--- src/cartridge_bank_mapper_with_irq_timer_macros.svh ---
// Assertion macros shared by the mapper RTL.
`ifndef CARTRIDGE_BANK_MAPPER_WITH_IRQ_TIMER_MACROS_SVH
`define CARTRIDGE_BANK_MAPPER_WITH_IRQ_TIMER_MACROS_SVH

// Same-cycle implication, checked only out of reset.
`define CBM_ASSERT_NOW(label, clk, rst_n, ante, cons, msg) \
  label: assert property (@(posedge clk) disable iff (!rst_n) (ante) |-> (cons)) \
    else $error(msg);

// Next-cycle implication, checked only out of reset.
`define CBM_ASSERT_NEXT(label, clk, rst_n, ante, cons, msg) \
  label: assert property (@(posedge clk) disable iff (!rst_n) (ante) |=> (cons)) \
    else $error(msg);

`endif

--- src/cbm_pkg.sv ---
// Types, register codes and constants of the cartridge bank mapper.
package cbm_pkg;

  typedef enum logic [1:0] {
    CMD_WRITE = 2'd0,
    CMD_TICK  = 2'd1,
    CMD_PRG   = 2'd2,
    CMD_CHR   = 2'd3
  } cmd_t;

  typedef struct packed {
    cmd_t        cmd;
    logic [15:0] addr;
    logic [7:0]  data;
  } req_t;

  typedef struct packed {
    logic irq;
    logic mirror;
  } status_t;

  localparam logic [15:0] REG_PRG0      = 16'h8000;
  localparam logic [15:0] REG_PRG1      = 16'hA000;
  localparam logic [15:0] REG_PRG2      = 16'hC000;
  localparam logic [15:0] REG_MIRROR    = 16'h9000;
  localparam logic [15:0] REG_IRQ_CTRL  = 16'h9003;
  localparam logic [15:0] REG_IRQ_LOAD  = 16'h9004;
  localparam logic [15:0] REG_LATCH_HI  = 16'h9005;
  localparam logic [15:0] REG_LATCH_LO  = 16'h9006;
  localparam logic [15:0] REG_CHR_FIRST = 16'hB000;
  localparam logic [15:0] REG_CHR_LAST  = 16'hB007;

  localparam int MIRROR_BIT = 6;
  localparam int ENABLE_BIT = 7;

  localparam logic [1:0]       PRG_FIXED_SLOT  = 2'd3;
  localparam logic [7:0]       FIXED_LAST_BANK = 8'hFF;
  localparam logic [2:0][7:0]  PRG_RESET       = {8'hFE, 8'h01, 8'h00};
  localparam logic [7:0]       MASK_RESET      = 8'hFF;

  localparam logic CFG_PRG_MASK = 1'b0;
  localparam logic CFG_CHR_MASK = 1'b1;

endpackage

--- src/cbm_if.sv ---
// Valid/ready channel interfaces for mapper requests and results.
interface cbm_in_if;
  logic            valid;
  logic            ready;
  logic [1:0]      cmd;
  logic [15:0]     addr;
  logic [7:0]      data;

  modport source (output valid, output cmd, output addr, output data, input ready);
  modport sink (input valid, input cmd, input addr, input data, output ready);
endinterface

interface cbm_out_if;
  logic            valid;
  logic            ready;
  logic            irq_pending;
  logic            mapped;
  logic [20:0]     rom_address;
  logic            mirror_horizontal;

  modport source (output valid, output irq_pending, output mapped, output rom_address,
                  output mirror_horizontal, input ready);
  modport sink (input valid, input irq_pending, input mapped, input rom_address,
                input mirror_horizontal, output ready);
endinterface

--- src/cbm_state.sv ---
// Bank, mirroring and IRQ counter registers updated by CPU writes and ticks.
`include "cartridge_bank_mapper_with_irq_timer_macros.svh"

module cbm_state (
  input  logic                clk,
  input  logic                rst_n,
  input  logic                fire,
  input  cbm_pkg::req_t       req,
  output cbm_pkg::status_t    status_nxt,
  output logic [2:0][7:0]     prg_bank,
  output logic [7:0][7:0]     chr_bank
);

  logic [2:0][7:0] prg_bank_r, prg_bank_nxt;
  logic [7:0][7:0] chr_bank_r, chr_bank_nxt;
  logic            mirror_r, mirror_nxt;
  logic            count_en_r, count_en_nxt;
  logic            irq_r, irq_nxt;
  logic [15:0]     cnt_r, cnt_nxt;
  logic [15:0]     latch_r, latch_nxt;
  logic [15:0]     cnt_dec;

  assign cnt_dec = cnt_r - 16'd1;

  always_comb begin
    prg_bank_nxt = prg_bank_r;
    chr_bank_nxt = chr_bank_r;
    mirror_nxt   = mirror_r;
    count_en_nxt = count_en_r;
    irq_nxt      = irq_r;
    cnt_nxt      = cnt_r;
    latch_nxt    = latch_r;
    if (fire && req.cmd == cbm_pkg::CMD_WRITE) begin
      case (req.addr)
        cbm_pkg::REG_PRG0: prg_bank_nxt[0] = req.data;
        cbm_pkg::REG_PRG1: prg_bank_nxt[1] = req.data;
        cbm_pkg::REG_PRG2: prg_bank_nxt[2] = req.data;
        cbm_pkg::REG_MIRROR: mirror_nxt = req.data[cbm_pkg::MIRROR_BIT];
        cbm_pkg::REG_IRQ_CTRL: begin
          count_en_nxt = req.data[cbm_pkg::ENABLE_BIT];
          irq_nxt      = 1'b0;
        end
        cbm_pkg::REG_IRQ_LOAD: begin
          cnt_nxt = latch_r;
          irq_nxt = 1'b0;
        end
        cbm_pkg::REG_LATCH_HI: latch_nxt = {req.data, latch_r[7:0]};
        cbm_pkg::REG_LATCH_LO: latch_nxt = {latch_r[15:8], req.data};
        default: begin
          if (req.addr inside {[cbm_pkg::REG_CHR_FIRST:cbm_pkg::REG_CHR_LAST]}) begin
            chr_bank_nxt[req.addr[2:0]] = req.data;
          end
        end
      endcase
    end else if (fire && req.cmd == cbm_pkg::CMD_TICK && count_en_r) begin
      cnt_nxt = cnt_dec;
      if (cnt_dec == 16'd0) begin
        irq_nxt      = 1'b1;
        count_en_nxt = 1'b0;
      end
    end
  end

  always_ff @(posedge clk) begin
    if (!rst_n) begin
      prg_bank_r <= cbm_pkg::PRG_RESET;
      for (int i = 0; i < 8; i++) begin
        chr_bank_r[i] <= 8'(i);
      end
      mirror_r   <= 1'b0;
      count_en_r <= 1'b0;
      irq_r      <= 1'b0;
      cnt_r      <= 16'd0;
      latch_r    <= 16'd0;
    end else begin
      prg_bank_r <= prg_bank_nxt;
      chr_bank_r <= chr_bank_nxt;
      mirror_r   <= mirror_nxt;
      count_en_r <= count_en_nxt;
      irq_r      <= irq_nxt;
      cnt_r      <= cnt_nxt;
      latch_r    <= latch_nxt;
    end
  end

  assign status_nxt.irq    = irq_nxt;
  assign status_nxt.mirror = mirror_nxt;
  assign prg_bank          = prg_bank_r;
  assign chr_bank          = chr_bank_r;

  `CBM_ASSERT_NEXT(a_expire, clk, rst_n,
    fire && req.cmd == cbm_pkg::CMD_TICK && count_en_r && cnt_r == 16'd1,
    irq_r && !count_en_r, "counter expiry did not raise the IRQ")
  `CBM_ASSERT_NOW(a_irq_source, clk, rst_n, $rose(irq_r),
    $past(fire) && $past(req.cmd) == cbm_pkg::CMD_TICK, "IRQ rose without a tick")
  `CBM_ASSERT_NOW(a_irq_stops_count, clk, rst_n, irq_r, !count_en_r,
    "counter still enabled while the IRQ is pending")

endmodule

--- src/cbm_xlate.sv ---
// PRG and CHR address translation through the bank registers and masks.
module cbm_xlate (
  input  cbm_pkg::req_t    req,
  input  logic [2:0][7:0]  prg_bank,
  input  logic [7:0][7:0]  chr_bank,
  input  logic [7:0]       prg_mask,
  input  logic [7:0]       chr_mask,
  output logic             mapped,
  output logic [20:0]      rom_address
);

  logic [7:0] prg_sel;
  logic [7:0] chr_sel;

  always_comb begin
    case (req.addr[14:13])
      2'd0: prg_sel = prg_bank[0];
      2'd1: prg_sel = prg_bank[1];
      2'd2: prg_sel = prg_bank[2];
      cbm_pkg::PRG_FIXED_SLOT: prg_sel = cbm_pkg::FIXED_LAST_BANK;
      default: prg_sel = cbm_pkg::FIXED_LAST_BANK;
    endcase
    chr_sel = chr_bank[req.addr[12:10]];
  end

  always_comb begin
    mapped      = 1'b0;
    rom_address = 21'd0;
    case (req.cmd)
      cbm_pkg::CMD_PRG: begin
        if (req.addr[15]) begin
          mapped      = 1'b1;
          rom_address = {prg_sel & prg_mask, req.addr[12:0]};
        end
      end
      cbm_pkg::CMD_CHR: begin
        if (!req.addr[13]) begin
          mapped      = 1'b1;
          rom_address = {3'b000, chr_sel & chr_mask, req.addr[9:0]};
        end
      end
      default: begin
        mapped      = 1'b0;
        rom_address = 21'd0;
      end
    endcase
  end

endmodule

--- src/cartridge_bank_mapper_with_irq_timer.sv ---
// Top level of the cartridge bank mapper with CPU-cycle IRQ counter.
//
//   Channel   Direction  Handshake         Contents
//   in_bus    sink       valid/ready       cmd, addr, data
//   out_bus   source     valid/ready       irq_pending, mapped, rom_address, mirror_horizontal
//   cfg_*     slave      APB, pready high  prg_bank_mask at 0x0, chr_bank_mask at 0x4
//
// One request is accepted every cycle unless back pressure on out_bus stalls the pipeline.
// A request sits in the input register, then the decode, counter and translation logic
// updates the state and loads the result register together.
// Back pressure on out_bus stalls both registers; ready follows out_bus.ready combinationally.
// Synchronous active-low reset restores the bank registers, masks and IRQ counter.
`include "cartridge_bank_mapper_with_irq_timer_macros.svh"

module cartridge_bank_mapper_with_irq_timer (
  input  logic              clk,
  input  logic              rst_n,
  cbm_in_if.sink            in_bus,
  cbm_out_if.source         out_bus,
  input  logic              cfg_psel,
  input  logic              cfg_penable,
  input  logic              cfg_pwrite,
  input  logic [2:0]        cfg_paddr,
  input  logic [31:0]       cfg_pwdata,
  output logic [31:0]       cfg_prdata,
  output logic              cfg_pready
);

  logic               in_valid_r;
  cbm_pkg::req_t      in_req_r;
  logic               out_valid_r;
  logic               out_irq_r;
  logic               out_mapped_r;
  logic [20:0]        out_rom_r;
  logic               out_mirror_r;
  logic [7:0]         prg_mask_r;
  logic [7:0]         chr_mask_r;
  logic               adv;
  logic               fire;
  logic               cfg_wr;
  cbm_pkg::status_t   status_nxt;
  logic [2:0][7:0]    prg_bank;
  logic [7:0][7:0]    chr_bank;
  logic               mapped;
  logic [20:0]        rom_address;

  assign adv          = !out_valid_r || out_bus.ready;
  assign fire         = in_valid_r && adv;
  assign in_bus.ready = !in_valid_r || adv;

  always_ff @(posedge clk) begin
    if (!rst_n) begin
      in_valid_r <= 1'b0;
    end else if (in_bus.ready) begin
      in_valid_r <= in_bus.valid;
    end
  end

  always_ff @(posedge clk) begin
    if (in_bus.valid && in_bus.ready) begin
      in_req_r.cmd  <= cbm_pkg::cmd_t'(in_bus.cmd);
      in_req_r.addr <= in_bus.addr;
      in_req_r.data <= in_bus.data;
    end
  end

  cbm_state u_state (
    .clk        (clk),
    .rst_n      (rst_n),
    .fire       (fire),
    .req        (in_req_r),
    .status_nxt (status_nxt),
    .prg_bank   (prg_bank),
    .chr_bank   (chr_bank)
  );

  cbm_xlate u_xlate (
    .req         (in_req_r),
    .prg_bank    (prg_bank),
    .chr_bank    (chr_bank),
    .prg_mask    (prg_mask_r),
    .chr_mask    (chr_mask_r),
    .mapped      (mapped),
    .rom_address (rom_address)
  );

  always_ff @(posedge clk) begin
    if (!rst_n) begin
      out_valid_r <= 1'b0;
    end else if (adv) begin
      out_valid_r <= in_valid_r;
    end
  end

  always_ff @(posedge clk) begin
    if (fire) begin
      out_irq_r    <= status_nxt.irq;
      out_mirror_r <= status_nxt.mirror;
      out_mapped_r <= mapped;
      out_rom_r    <= rom_address;
    end
  end

  assign out_bus.valid             = out_valid_r;
  assign out_bus.irq_pending       = out_irq_r;
  assign out_bus.mapped            = out_mapped_r;
  assign out_bus.rom_address       = out_rom_r;
  assign out_bus.mirror_horizontal = out_mirror_r;

  assign cfg_wr     = cfg_psel && cfg_penable && cfg_pwrite;
  assign cfg_pready = 1'b1;

  always_ff @(posedge clk) begin
    if (!rst_n) begin
      prg_mask_r <= cbm_pkg::MASK_RESET;
      chr_mask_r <= cbm_pkg::MASK_RESET;
    end else if (cfg_wr) begin
      case (cfg_paddr[2])
        cbm_pkg::CFG_PRG_MASK: prg_mask_r <= cfg_pwdata[7:0];
        cbm_pkg::CFG_CHR_MASK: chr_mask_r <= cfg_pwdata[7:0];
        default: prg_mask_r <= prg_mask_r;
      endcase
    end
  end

  assign cfg_prdata = {24'd0, (cfg_paddr[2] == cbm_pkg::CFG_CHR_MASK) ? chr_mask_r : prg_mask_r};

  `CBM_ASSERT_NOW(a_unmapped_zero, clk, rst_n, out_valid_r && !out_mapped_r,
    out_rom_r == 21'd0, "unmapped result carries a nonzero ROM address")
  `CBM_ASSERT_NEXT(a_stall_holds, clk, rst_n, in_valid_r && !adv,
    in_valid_r && $stable(in_req_r), "stalled request was lost from the input register")

endmodule

--- src/flat_wrapper.sv ---
// flat-port wrapper written by rule: the top's interface ports become plain ports
module cartridge_bank_mapper_with_irq_timer_flat 
  (clk, rst_n, cfg_psel, cfg_penable, cfg_pwrite, cfg_paddr, cfg_pwdata, cfg_prdata, cfg_pready, in_bus_valid, in_bus_cmd, in_bus_addr, in_bus_data, in_bus_ready, out_bus_valid, out_bus_irq_pending, out_bus_mapped, out_bus_rom_address, out_bus_mirror_horizontal, out_bus_ready);
  cbm_in_if in_bus_i ();
  cbm_out_if out_bus_i ();
  input  logic clk;
  input  logic rst_n;
  input  logic cfg_psel;
  input  logic cfg_penable;
  input  logic cfg_pwrite;
  input  logic [2:0] cfg_paddr;
  input  logic [31:0] cfg_pwdata;
  output logic [31:0] cfg_prdata;
  output logic cfg_pready;
  input wire logic [$bits(in_bus_i.valid)-1:0] in_bus_valid;
  input wire logic [$bits(in_bus_i.cmd)-1:0] in_bus_cmd;
  input wire logic [$bits(in_bus_i.addr)-1:0] in_bus_addr;
  input wire logic [$bits(in_bus_i.data)-1:0] in_bus_data;
  output wire logic [$bits(in_bus_i.ready)-1:0] in_bus_ready;
  output wire logic [$bits(out_bus_i.valid)-1:0] out_bus_valid;
  output wire logic [$bits(out_bus_i.irq_pending)-1:0] out_bus_irq_pending;
  output wire logic [$bits(out_bus_i.mapped)-1:0] out_bus_mapped;
  output wire logic [$bits(out_bus_i.rom_address)-1:0] out_bus_rom_address;
  output wire logic [$bits(out_bus_i.mirror_horizontal)-1:0] out_bus_mirror_horizontal;
  input wire logic [$bits(out_bus_i.ready)-1:0] out_bus_ready;
  assign in_bus_i.valid = in_bus_valid;
  assign in_bus_i.cmd = in_bus_cmd;
  assign in_bus_i.addr = in_bus_addr;
  assign in_bus_i.data = in_bus_data;
  assign in_bus_ready = in_bus_i.ready;
  assign out_bus_valid = out_bus_i.valid;
  assign out_bus_irq_pending = out_bus_i.irq_pending;
  assign out_bus_mapped = out_bus_i.mapped;
  assign out_bus_rom_address = out_bus_i.rom_address;
  assign out_bus_mirror_horizontal = out_bus_i.mirror_horizontal;
  assign out_bus_i.ready = out_bus_ready;
  cartridge_bank_mapper_with_irq_timer u_core (.clk(clk), .rst_n(rst_n), .in_bus(in_bus_i), .out_bus(out_bus_i), .cfg_psel(cfg_psel), .cfg_penable(cfg_penable), .cfg_pwrite(cfg_pwrite), .cfg_paddr(cfg_paddr), .cfg_pwdata(cfg_pwdata), .cfg_prdata(cfg_prdata), .cfg_pready(cfg_pready));
endmodule
--- config.mk ---
export PLATFORM = sky130hd
export DESIGN_NAME = cartridge_bank_mapper_with_irq_timer_flat
export DESIGN_NICKNAME = d
export VERILOG_FILES = /design/src/cbm_pkg.sv /design/src/cbm_if.sv /design/src/cbm_state.sv /design/src/cbm_xlate.sv /design/src/cartridge_bank_mapper_with_irq_timer.sv /design/src/flat_wrapper.sv
export VERILOG_INCLUDE_DIRS = /design/src /design/src/src
export SDC_FILE = /design/constraint.sdc
export NUM_CORES = 1
export LEC_CHECK = 0
export ABC_AREA = 1
export BUFFER_PORTS_ARGS = -buffer_cell sky130_fd_sc_hd__buf_4
export CAP_MARGIN = 10
export CORE_MARGIN = 8
export CORE_UTILIZATION = 48
export CTS_CLUSTER_DIAMETER = 120
export CTS_CLUSTER_SIZE = 24
export DETAILED_ROUTE_END_ITERATION = 8
export GPL_ROUTABILITY_DRIVEN = 0
export PLACE_DENSITY = 0.73
export RECOVER_POWER = 25
export SLEW_MARGIN = 15
export SYNTH_ARGS = -nofsm -noshare
export SYNTH_HDL_FRONTEND = slang
export SYNTH_SLANG_ARGS = --single-unit
--- constraint.sdc ---
create_clock -name clk -period 7.23 [get_ports clk]
set_clock_uncertainty 0.05 [all_clocks]
set_input_delay 2.169 -clock clk [delete_from_list [all_inputs] [get_ports clk]]
set_output_delay 2.169 -clock clk [all_outputs]
set_load 0.02 [all_outputs]
==> metrics.cfg, run 1 <==
[outcome]
status=completed

[global_route]
grt_max_degree=90
grt_usage_pct=20.0
grt_pass1_vias=6721
grt-ovfl-total=0
antenna_found_initial=0
grt_pass1_wl_mm=35.1

[clock_tree]
cts.sinks=191
cts_tree=done
path_clk_slew_ns=0.07
post_cts_buffers=0
root_buffer=clkbuf_16
cts_resized=0
postCtsHoldBufs=0
clk-insertion-delay-late_ns=0.44
numCtsBuffers=17
clockBufferDepth=2
htreeDepth=4

[timing]
min_period_ns=5.22
rsz0062_at_grt=false
finalSetupTns_ns=0
fin_ws_ns=2.01
fmax_mhz=191
setup-violations-final=0
hold_viol=0
finalCritPeriodShare_pct=72.3
slew_viol_final=0
tightest_slew_ns=1.32
max-slew-margin-rel_pct=11.5

[synthesis]
synth_area_leaders=dfxtp_1, edfxtp_1, o21ai_0
netlist_area_um2=8470
syn_inst=1054
synth_seq_cells=191
yosysTopAreaCellShare_pct=33.3
synth.distinct_cells=37
yosysWarnings=0
yosysTopAreaCell=dfxtp_1
synth-edff-count=50
synth.yosys.seq_area_share_pct=51.0
ys_async_sr_fraction_pct=0
ys.flop_type=dfxtp_1
synth_area_per_cell_um2=8.04

[floorplanning]
io_pins=127
die_h_um=149
die_w_um=149
dieArea_um2=22200
row_count=48
start_util_pct=49.0
core_region_area_um2=17300

[finish]
antenna_cells=0
final_core_util_pct=55.4
nFillCells=1616
drive_gt1_share_pct=11.7
area_growth_pct=13.1
regArea_um2=4320
multiInputGateArea_um2=3330
nets=1167

[pwr]
ir_drop_mv=0.175
power_mw=2.23
powerDensity_nw_per_um2=233
power_leakage_nw=4.10

[placement]
place.port_buffers=75
dp_worst_setup_slack_ns=2.00
place_hpwl_mm=14.7

[setup_path]
path_class=input port to flop
arrival_ns=5.54
r2r-start=u_core.out_bus.valid
cp-end-kind=flop
reg2reg_to=u_core.u_state.chr_bank[47]
ff2ff_setup_slack_ns=3.54
start_kind=input port
required_ns=7.55
rr_worst_depth=10
path_max_fanout=25

[route]
first_iter_violations=703
drc=0
drtAntennaViolNets=0
wirelength_mm=22.3
vias_per_cell=5.42
wl_per_cell_um=16.7
vias=7234
drt_first_pass_iters=5

[hold_path]
whs_path_depth=2
worst_hold_path_type=flop to flop
min_to=u_core.u_state.latch_r[1]
min_from=u_core.u_state.latch_r[1]

[flow_run]
drv_cap=0

-- cell usage after synthesis, types with 4 or more instances --
master     number
o21ai_0       163
dfxtp_1       141
nand2_1       140
a21oi_1       117
inv_1         114
nor2_1        106
edfxtp_1       50
nand3_1        38
clkbuf_1       35
buf_4          29
o211ai_1       15
a211oi_1       13
nor3_1         12
buf_2          11
nand4_1        10
inv_2           7
o2111ai_1       7
o221ai_1        7
nor4_1          4
-- worst max path at each step --
stage | start | end | cells after the start | slack [ns]
after floorplan | cfg_paddr[2] | cfg_prdata[0] | 2 | 2.17
after global routing | out_bus_ready | u_core.u_state.chr_bank[47] | 12 | 1.72
after global placement | out_bus_ready | u_core.u_state.cnt_r[4] | 13 | 2.09
after detailed placement | out_bus_ready | u_core.u_state.chr_bank[47] | 12 | 2.00
final | out_bus_ready | u_core.u_state.chr_bank[47] | 12 | 2.01
after CTS | cfg_paddr[2] | cfg_prdata[6] | 4 | 2.20
-- routing by layer --
layer	up-vias	routed length, um	global-route usage [%]
li1	3590	-	-
met1	3399	9760	25.3
met2	210	10900	33.9
met3	35	1180	4.16
met4	0	425	6.16
met5	-	0	0
-- kinds of logic (layout without fill, tap and decap cells) --
logic type / count (synthesis) / in the layout / synth area share (%)
DFF: 191 / 191 / 51.0
buffers and inverters: 201 / 234 / 10.6
and+or+nand+nor: 327 / 327 / 16.9
AOI/OAI and AO/OA: 329 / 329 / 20.9
other: 2 / 25 / 0.0886
adders and majority gates: 2 / 2 / 0.295
xor gates and xnor gates: 2 / 2 / 0.207
-- area by class of cell --
class | instances | share of cell area, %
flip-flops and latches | 191 | 45.1
repair buffers | 78 | 6.07
inverters | 124 | 4.88
clock inverters | 11 | 0.940
multi-input cells | 685 | 34.8
well taps | 225 | 2.94
clock buffers | 21 | 5.25
-- through the flow --
stage / cells / area [um2] / hold slack [ns]
after global routing: 1335 / 9580 / 0.421
after CTS: 1335 / 9590 / 0.399
final: 1335 / 9580 / 0.398
after floorplan: 1077 / 8560 / 0.374
after global placement: 1303 / 9000 / 0.385
after detailed placement: 1303 / 9000 / 0.388
-- where the power goes --
| group | switching (mW) | internal (mW) |
|---|---|---|
| sequential | 0.0242 | 1.12 |
| combinational | 0.105 | 0.0457 |
| clock | 0.427 | 0.508 |
| total | 0.556 | 1.67 |
-- worst max-delay path, stage by stage --
cell      delay [ns]
clkbuf_4        0.10
inv_1           0.04
nand2_1         0.07
nand2_1         0.09
inv_1           0.82
nand3_1         0.14
buf_4           0.27
inv_2           0.36
nand3_4         0.18
nor3_2          0.88
o21ai_0         0.24
a21oi_1         0.17
-- registers in the layout, summed over array words and instances, names as in the netlist, 8 cells and up --
register,count
u_core.prg_mask_r,8
u_core.u_state.latch_r,16
u_core.u_state.prg_bank,24
u_core.out_bus.rom_address,21
u_core.u_state.cnt_r,16
u_core.u_state.chr_bank,64
u_core.chr_mask_r,8
u_core.in_req_r,26
-- cell usage in the layout (no fill, tap or decap), drive strengths merged, types with 11 or more instances in the layout --
cell / synthesis / layout
o21ai: 166 / 166
nand2: 143 / 143
dfxtp: 141 / 141
inv: 121 / 128
a21oi: 117 / 117
nor2: 112 / 112
buf: 42 / 51
edfxtp: 50 / 50
clkbuf: 35 / 48
nand3: 41 / 41
conb: 2 / 25
o211ai: 15 / 15
nor3: 14 / 14
a211oi: 13 / 13
nand4: 11 / 11
(Power assumes the default switching activity.)
==> run 2, diff against run 1 <==
Settings changed: PLACE_DENSITY 0.73 to 0.76.
Clock period 7.23 ns to 4.5 ns, I/O delays scaled along.
==> run 2 against run 1 <==
Compared with the run above:
- the flow now finishes with violations (max-capacitance violations, max-slew violations)
- global-route usage down 0.47 points
- first-iteration DRC count down 14%
- sequential power up 61%
- combinational power up 62%
- non-clock buffer count up 2
- wire length down 1.6%
- via count about the same
- count of clock-buffer cells in the layout down 4
- highest routed layer unchanged
==> metrics.cfg, run 2 (synthesized netlist as in run 1, its figures left out) <==
[outcome]
status=complete, but fails checks  ; was completed
violations=max-capacitance violations, max-slew violations

[clock_tree]
numCtsBuffers=17  ; unchanged
clk-insertion-delay-late_ns=0.44  ; about the same
clockBufferDepth=2  ; unchanged
cts_resized=0  ; unchanged
path_clk_slew_ns=0.07  ; about the same
cts_tree=done  ; unchanged
postCtsHoldBufs=0  ; unchanged
post_cts_buffers=0  ; unchanged
root_buffer=clkbuf_16  ; unchanged
htreeDepth=4  ; unchanged
cts.sinks=191  ; unchanged

[finish]
regArea_um2=4320  ; unchanged
multiInputGateArea_um2=3330  ; unchanged
largest_reg_flops=64  ; unchanged
layout_common_cells=o21ai_0, nand2_1, dfxtp_1, a21oi_1, inv_1  ; unchanged
final_core_util_pct=55.2  ; was 55.4%
nets=1169  ; was 1167
antenna_cells=0  ; unchanged
mostFrequentLayoutCell=o21ai_0  ; unchanged
area_growth_pct=12.6  ; was 13.1%
final_cells=1337  ; was 1335
nFillCells=1606  ; was 1616
drive_gt1_share_pct=11.6  ; was 11.7%
final_cell_area_um2=9550  ; was 9580 um2

[route]
drtAntennaViolNets=0  ; unchanged
vias=7241  ; was 7234
drc=0  ; unchanged
wirelength_mm=21.9  ; was 22.3 mm
vias_per_cell=5.42  ; about the same
wl_per_cell_um=16.4  ; was 16.7 um
first_iter_violations=603  ; was 703
drt_first_pass_iters=7  ; was 5

[placement]
place.port_buffers=75  ; unchanged
place_hpwl_mm=14.9  ; was 14.7 mm
dp_worst_setup_slack_ns=0.702  ; was 2.00 ns
placed_area_um2=9020  ; was 9000 um2
place_inst=1305  ; was 1303

[floorplanning]
core_region_area_um2=17300  ; unchanged
row_count=48  ; unchanged
die_h_um=149  ; unchanged
die_w_um=149  ; unchanged
io_pins=127  ; unchanged
start_util_pct=49.0  ; unchanged
dieArea_um2=22200  ; unchanged

[pwr]
ir_drop_mv=0.285  ; was 0.175 mV
powerDensity_nw_per_um2=366  ; was 233 nW/um2
swShare_pct=24.8  ; was 25.0%
pwr-share-comb_pct=6.9  ; was 6.7%
p_switching_mw=0.868  ; was 0.556 mW
p_seq_share_pct=52.5  ; was 51.3%
power_leakage_nw=4.08  ; was 4.10 nW
internal-power_mw=2.63  ; was 1.67 mW
clockPowerShare_pct=40.6  ; was 42.0%

[global_route]
antenna_found_initial=0  ; unchanged
grt_max_degree=89  ; was 90
grt-ovfl-total=0  ; unchanged
grt_pass1_vias=6742  ; was 6721
grt_pass1_wl_mm=34.6  ; was 35.1 mm
grt_usage_pct=19.6  ; was 20.0%

[timing]
hold_viol=0  ; unchanged
finalCritPeriodShare_pct=76.4
setup-violations-final=0  ; unchanged
slew_viol_final=79  ; was 0
tightest_slew_ns=1.78  ; was 1.32 ns
fmax_mhz=291
finalSetupTns_ns=0  ; unchanged
rsz0062_at_grt=false  ; unchanged
fin_ws_ns=1.06  ; was 2.01 ns
min_period_ns=3.44
max-slew-margin-rel_pct=-19.1  ; was 11.5%

[setup_path]
arrival_ns=3.67  ; was 5.54 ns
start_kind=input port  ; unchanged
path_class=input port to flop  ; unchanged
required_ns=4.73  ; was 7.55 ns
cp-end-kind=flop  ; unchanged
path_max_fanout=24  ; was 25

[flow_run]
drv_cap=2  ; was 0

[hold_path]
worst_hold_path_type=flop to flop  ; unchanged

[run 2: changes by cell type in the layout (fill, tap and decap cells not counted), moves of 2 or more]
cell	before	now
inv_8	2	0
clkinv_4	0	3
clkbuf_16	19	17
clkbuf_8	2	0
clkinv_1	1	4
clkinv_2	5	7
[run 2: critical path, cell delays in order]
cell	delay (ns)
clkbuf_4	0.10
inv_1	0.04
nand2_1	0.07
nand2_1	0.09
clkinv_1	0.07
nand3_1	0.07
buf_4	0.22
inv_2	0.36
nand3_4	0.18
nor2_1	0.73
inv_1	0.21
nand2_1	0.11
o211ai_1	0.08
[run 2: stage by stage]
| step | hold slack, ns | total power [mW] |
|---|---|---|
| 6_report | 0.400 | 3.50 |
| 5_1_grt | 0.414 | 3.61 |
| 4_1_cts | 0.399 | 3.51 |
| 3_5_place_dp | 0.389 | 2.11 |
| 3_3_place_gp | 0.384 | 2.11 |
| 2_1_floorplan | 0.374 | 2.02 |
[run 2: final timing paths]
kind,startpoint,endpoint,slack [ns],depth (start not counted)
min reg2reg,u_core.u_state.prg_bank[3],u_core.u_state.prg_bank[3],0.40,2
max reg2reg,u_core.in_req_r[20],u_core.u_state.cnt_r[8],1.48,7
min,u_core.u_state.prg_bank[3],u_core.u_state.prg_bank[3],0.40,2
max,out_bus_ready,u_core.u_state.chr_bank[49],1.06,13
[run 2: layout make-up]
type                    instances  share of cell area [%]
clock buffers                  17                    4.46
multi-input cells             685                    34.9
well taps                     225                    2.95
repair buffers                 80                    6.21
inverters                     124                    4.90
clock inverters                15                    1.25
flip-flops and latches        191                    45.3
[run 2: power by group through the flow]
stage | logic (mW) | clock network (mW) | registers (mW)
6_report | 0.243 | 1.42 | 1.84
5_1_grt | 0.263 | 1.51 | 1.84
4_1_cts | 0.244 | 1.44 | 1.83
3_5_place_dp | 0.242 | 0 | 1.87
3_3_place_gp | 0.240 | 0 | 1.87
2_1_floorplan | 0.159 | 0 | 1.86
[run 2: per-layer routing]
layer | vias up | wire length, um | part of all wire (%) | GRT usage (%)
li1 | 3600 | - | - | -
met1 | 3363 | 9410 | 43 | 24.3
met2 | 236 | 10500 | 48 | 32.7
met3 | 42 | 1280 | 5.9 | 3.25
met4 | 0 | 712 | 3.3 | 9.09
met5 | - | 0 | 0 | 0
==> run 3, diff against run 2 <==
Clock period 4.5 ns to 3 ns, I/O delays scaled along.
==> run 3 against run 2 <==
Compared with the run above:
- the run still ends with max-capacitance violations, max-slew violations left
- non-clock buffer count grew 13
- register-to-register slack lost 0.99 ns
- setup slack lost 0.57 ns
- wire length shrank 0.33%
- power grew 51%
- via count grew 0.62%
- sequential share of layout area shrank 0.48 points
- first-iteration DRC count grew 17%
- sequential power grew 49%
- critical path depth shrank 6
- combinational power grew 56%
- cell count grew 0.97%
==> metrics.cfg, run 3 (synthesized netlist as in run 1, its figures left out) <==
[finish]
final_core_util_pct=55.8  ; was 55.2%
mostFrequentLayoutCell=o21ai_0  ; unchanged
regArea_um2=4320  ; unchanged
area_growth_pct=13.8  ; was 12.6%
multiInputGateArea_um2=3340  ; was 3330 um2
largest_reg_flops=64  ; unchanged
final_cells=1350  ; was 1337
nFillCells=1596  ; was 1606
final_cell_area_um2=9650  ; was 9550 um2
layout_common_cells=o21ai_0, nand2_1, dfxtp_1, a21oi_1, inv_1  ; unchanged
drive_gt1_share_pct=12.2  ; was 11.6%
antenna_cells=0  ; unchanged
nets=1182  ; was 1169

[setup_path]
required_ns=3.25  ; was 4.73 ns
reg2reg_to=u_core.u_state.prg_bank[1]  ; was u_core.u_state.cnt_r[8]
cp-end-kind=flop  ; unchanged
r2r-start=u_core.in_req_r[10]  ; was u_core.in_req_r[20]
path_class=flop to flop  ; was input port to flop
start_kind=flop  ; was input port
rr_worst_depth=7  ; unchanged
path_max_fanout=15  ; was 24
cp-startpoint=u_core.in_req_r[10]  ; was out_bus_ready
ff2ff_setup_slack_ns=0.49  ; was 1.48 ns
arrival_ns=2.76  ; was 3.67 ns

[route]
wl_per_cell_um=16.2  ; was 16.4 um
first_iter_violations=707  ; was 603
vias_per_cell=5.40  ; was 5.42
vias=7286  ; was 7241
drtAntennaViolNets=0  ; unchanged
drc=0  ; unchanged
drt_first_pass_iters=6  ; was 7
wirelength_mm=21.8  ; was 21.9 mm

[placement]
place_hpwl_mm=15.0  ; was 14.9 mm
placed_area_um2=9130  ; was 9020 um2
place_inst=1318  ; was 1305
place.port_buffers=75  ; unchanged

[clock_tree]
cts_tree=done  ; unchanged
clockBufferDepth=2  ; unchanged
numCtsBuffers=17  ; unchanged
clk-insertion-delay-late_ns=0.44  ; about the same
postCtsHoldBufs=0  ; unchanged
post_cts_buffers=0  ; unchanged
path_clk_slew_ns=0.08  ; was 0.07 ns
htreeDepth=4  ; unchanged
cts.sinks=191  ; unchanged
cts_resized=0  ; unchanged
root_buffer=clkbuf_16  ; unchanged

[timing]
min_period_ns=2.51
fmax_mhz=399
finalCritPeriodShare_pct=83.6
slew_viol_final=25  ; was 79
setup-violations-final=0  ; unchanged
max-slew-margin-rel_pct=-3.48  ; was -19.1%
rsz0062_at_grt=false  ; unchanged
hold_viol=0  ; unchanged
tightest_slew_ns=1.55  ; was 1.78 ns
holdWs_ns=0.396  ; was 0.400 ns
finalSetupTns_ns=0  ; unchanged

[floorplanning]
start_util_pct=49.0  ; unchanged
die_h_um=149  ; unchanged
dieArea_um2=22200  ; unchanged
die_w_um=149  ; unchanged
io_pins=127  ; unchanged
row_count=48  ; unchanged
core_region_area_um2=17300  ; unchanged

[pwr]
ir_drop_mv=0.429  ; was 0.285 mV
power_leakage_nw=4.13  ; was 4.08 nW
powerDensity_nw_per_um2=546  ; was 366 nW/um2

[global_route]
grt_usage_pct=19.6  ; about the same
grt_pass1_wl_mm=34.6  ; about the same
grt_pass1_vias=6783  ; was 6742
antenna_found_initial=0  ; unchanged
grt-ovfl-total=0  ; unchanged
grt_max_degree=89  ; unchanged

[flow_run]
drv_cap=1  ; was 2

[hold_path]
whs_path_depth=2  ; unchanged
worst_hold_path_type=flop to flop  ; unchanged
min_to=u_core.u_state.prg_bank[4]  ; was u_core.u_state.prg_bank[3]
min_from=u_core.u_state.prg_bank[4]  ; was u_core.u_state.prg_bank[3]

[outcome]
status=complete, but fails checks  ; unchanged
violations=max-capacitance violations, max-slew violations  ; unchanged

## run 3: cell types whose count changed in the layout (fill, tap and decap cells not counted)
| cell | before | now |
|---|---|---|
| inv_6 | 2 | 4 |
| clkinv_4 | 3 | 1 |
| clkinv_2 | 7 | 4 |
| inv_4 | 2 | 1 |
| nor3_1 | 13 | 12 |
| clkinv_8 | 0 | 1 |
| bufinv_16 | 1 | 0 |
| clkinv_1 | 4 | 2 |
| inv_8 | 0 | 4 |
| buf_12 | 0 | 1 |
| nor3_2 | 1 | 2 |
| buf_4 | 51 | 57 |
| clkbuf_1 | 2 | 10 |
## run 3: area by class of cell
type / count / area share (%)
Clock buffer: 19 / 4.49
Clock inverter: 13 / 1.26
Inverter: 124 / 4.85
Multi-Input combinational cell: 685 / 34.6
Sequential cell: 191 / 44.8
Tap cell: 225 / 2.92
Timing Repair Buffer: 93 / 7.05
## run 3: worst max-delay path by stage
stage,to,cells past startpoint,slack (ns)
3_5_place_dp,u_core.u_state.latch_r[11],11,0.33
3_3_place_gp,u_core.u_state.latch_r[9],11,0.36
2_1_floorplan,u_core.out_bus.mirror_horizontal,11,0.26
4_1_cts,cfg_prdata[7],5,0.54
6_report,u_core.u_state.prg_bank[1],7,0.49
5_1_grt,u_core.u_state.prg_bank[6],7,0.26
## run 3: stage by stage
| step | power, mW | setup slack [ns] |
|---|---|---|
| CTS | 5.30 | 0.541 |
| global placement | 3.18 | 0.356 |
| floorplan | 3.03 | 0.261 |
| detailed placement | 3.18 | 0.328 |
| global route | 5.43 | 0.263 |
| finish | 5.27 | 0.492 |
## run 3: where the power goes
| group | total [mW] | internal (mW) | leakage [nW] | switching [mW] |
|---|---|---|---|---|
| Clock | 2.14 | 1.10 | 0.277 | 1.04 |
| Combinational | 0.378 | 0.117 | 2.23 | 0.260 |
| Sequential | 2.75 | 2.69 | 1.62 | 0.0524 |
## run 3: per-layer routing
layer | global-route usage [%] | routed length, um
met1 | 23.7 | 9120
met2 | 34.2 | 10800
met3 | 4.25 | 1470
met4 | 6.21 | 420
met5 | 0 | 0
## run 3: critical path: stages (launching register included)
cell	delay (ns)
edfxtp_1	0.45
nor2_1	0.14
buf_4	0.20
inv_1	0.06
nor4_2	0.58
nand3_1	0.53
o21ai_0	0.30
a21oi_1	0.06
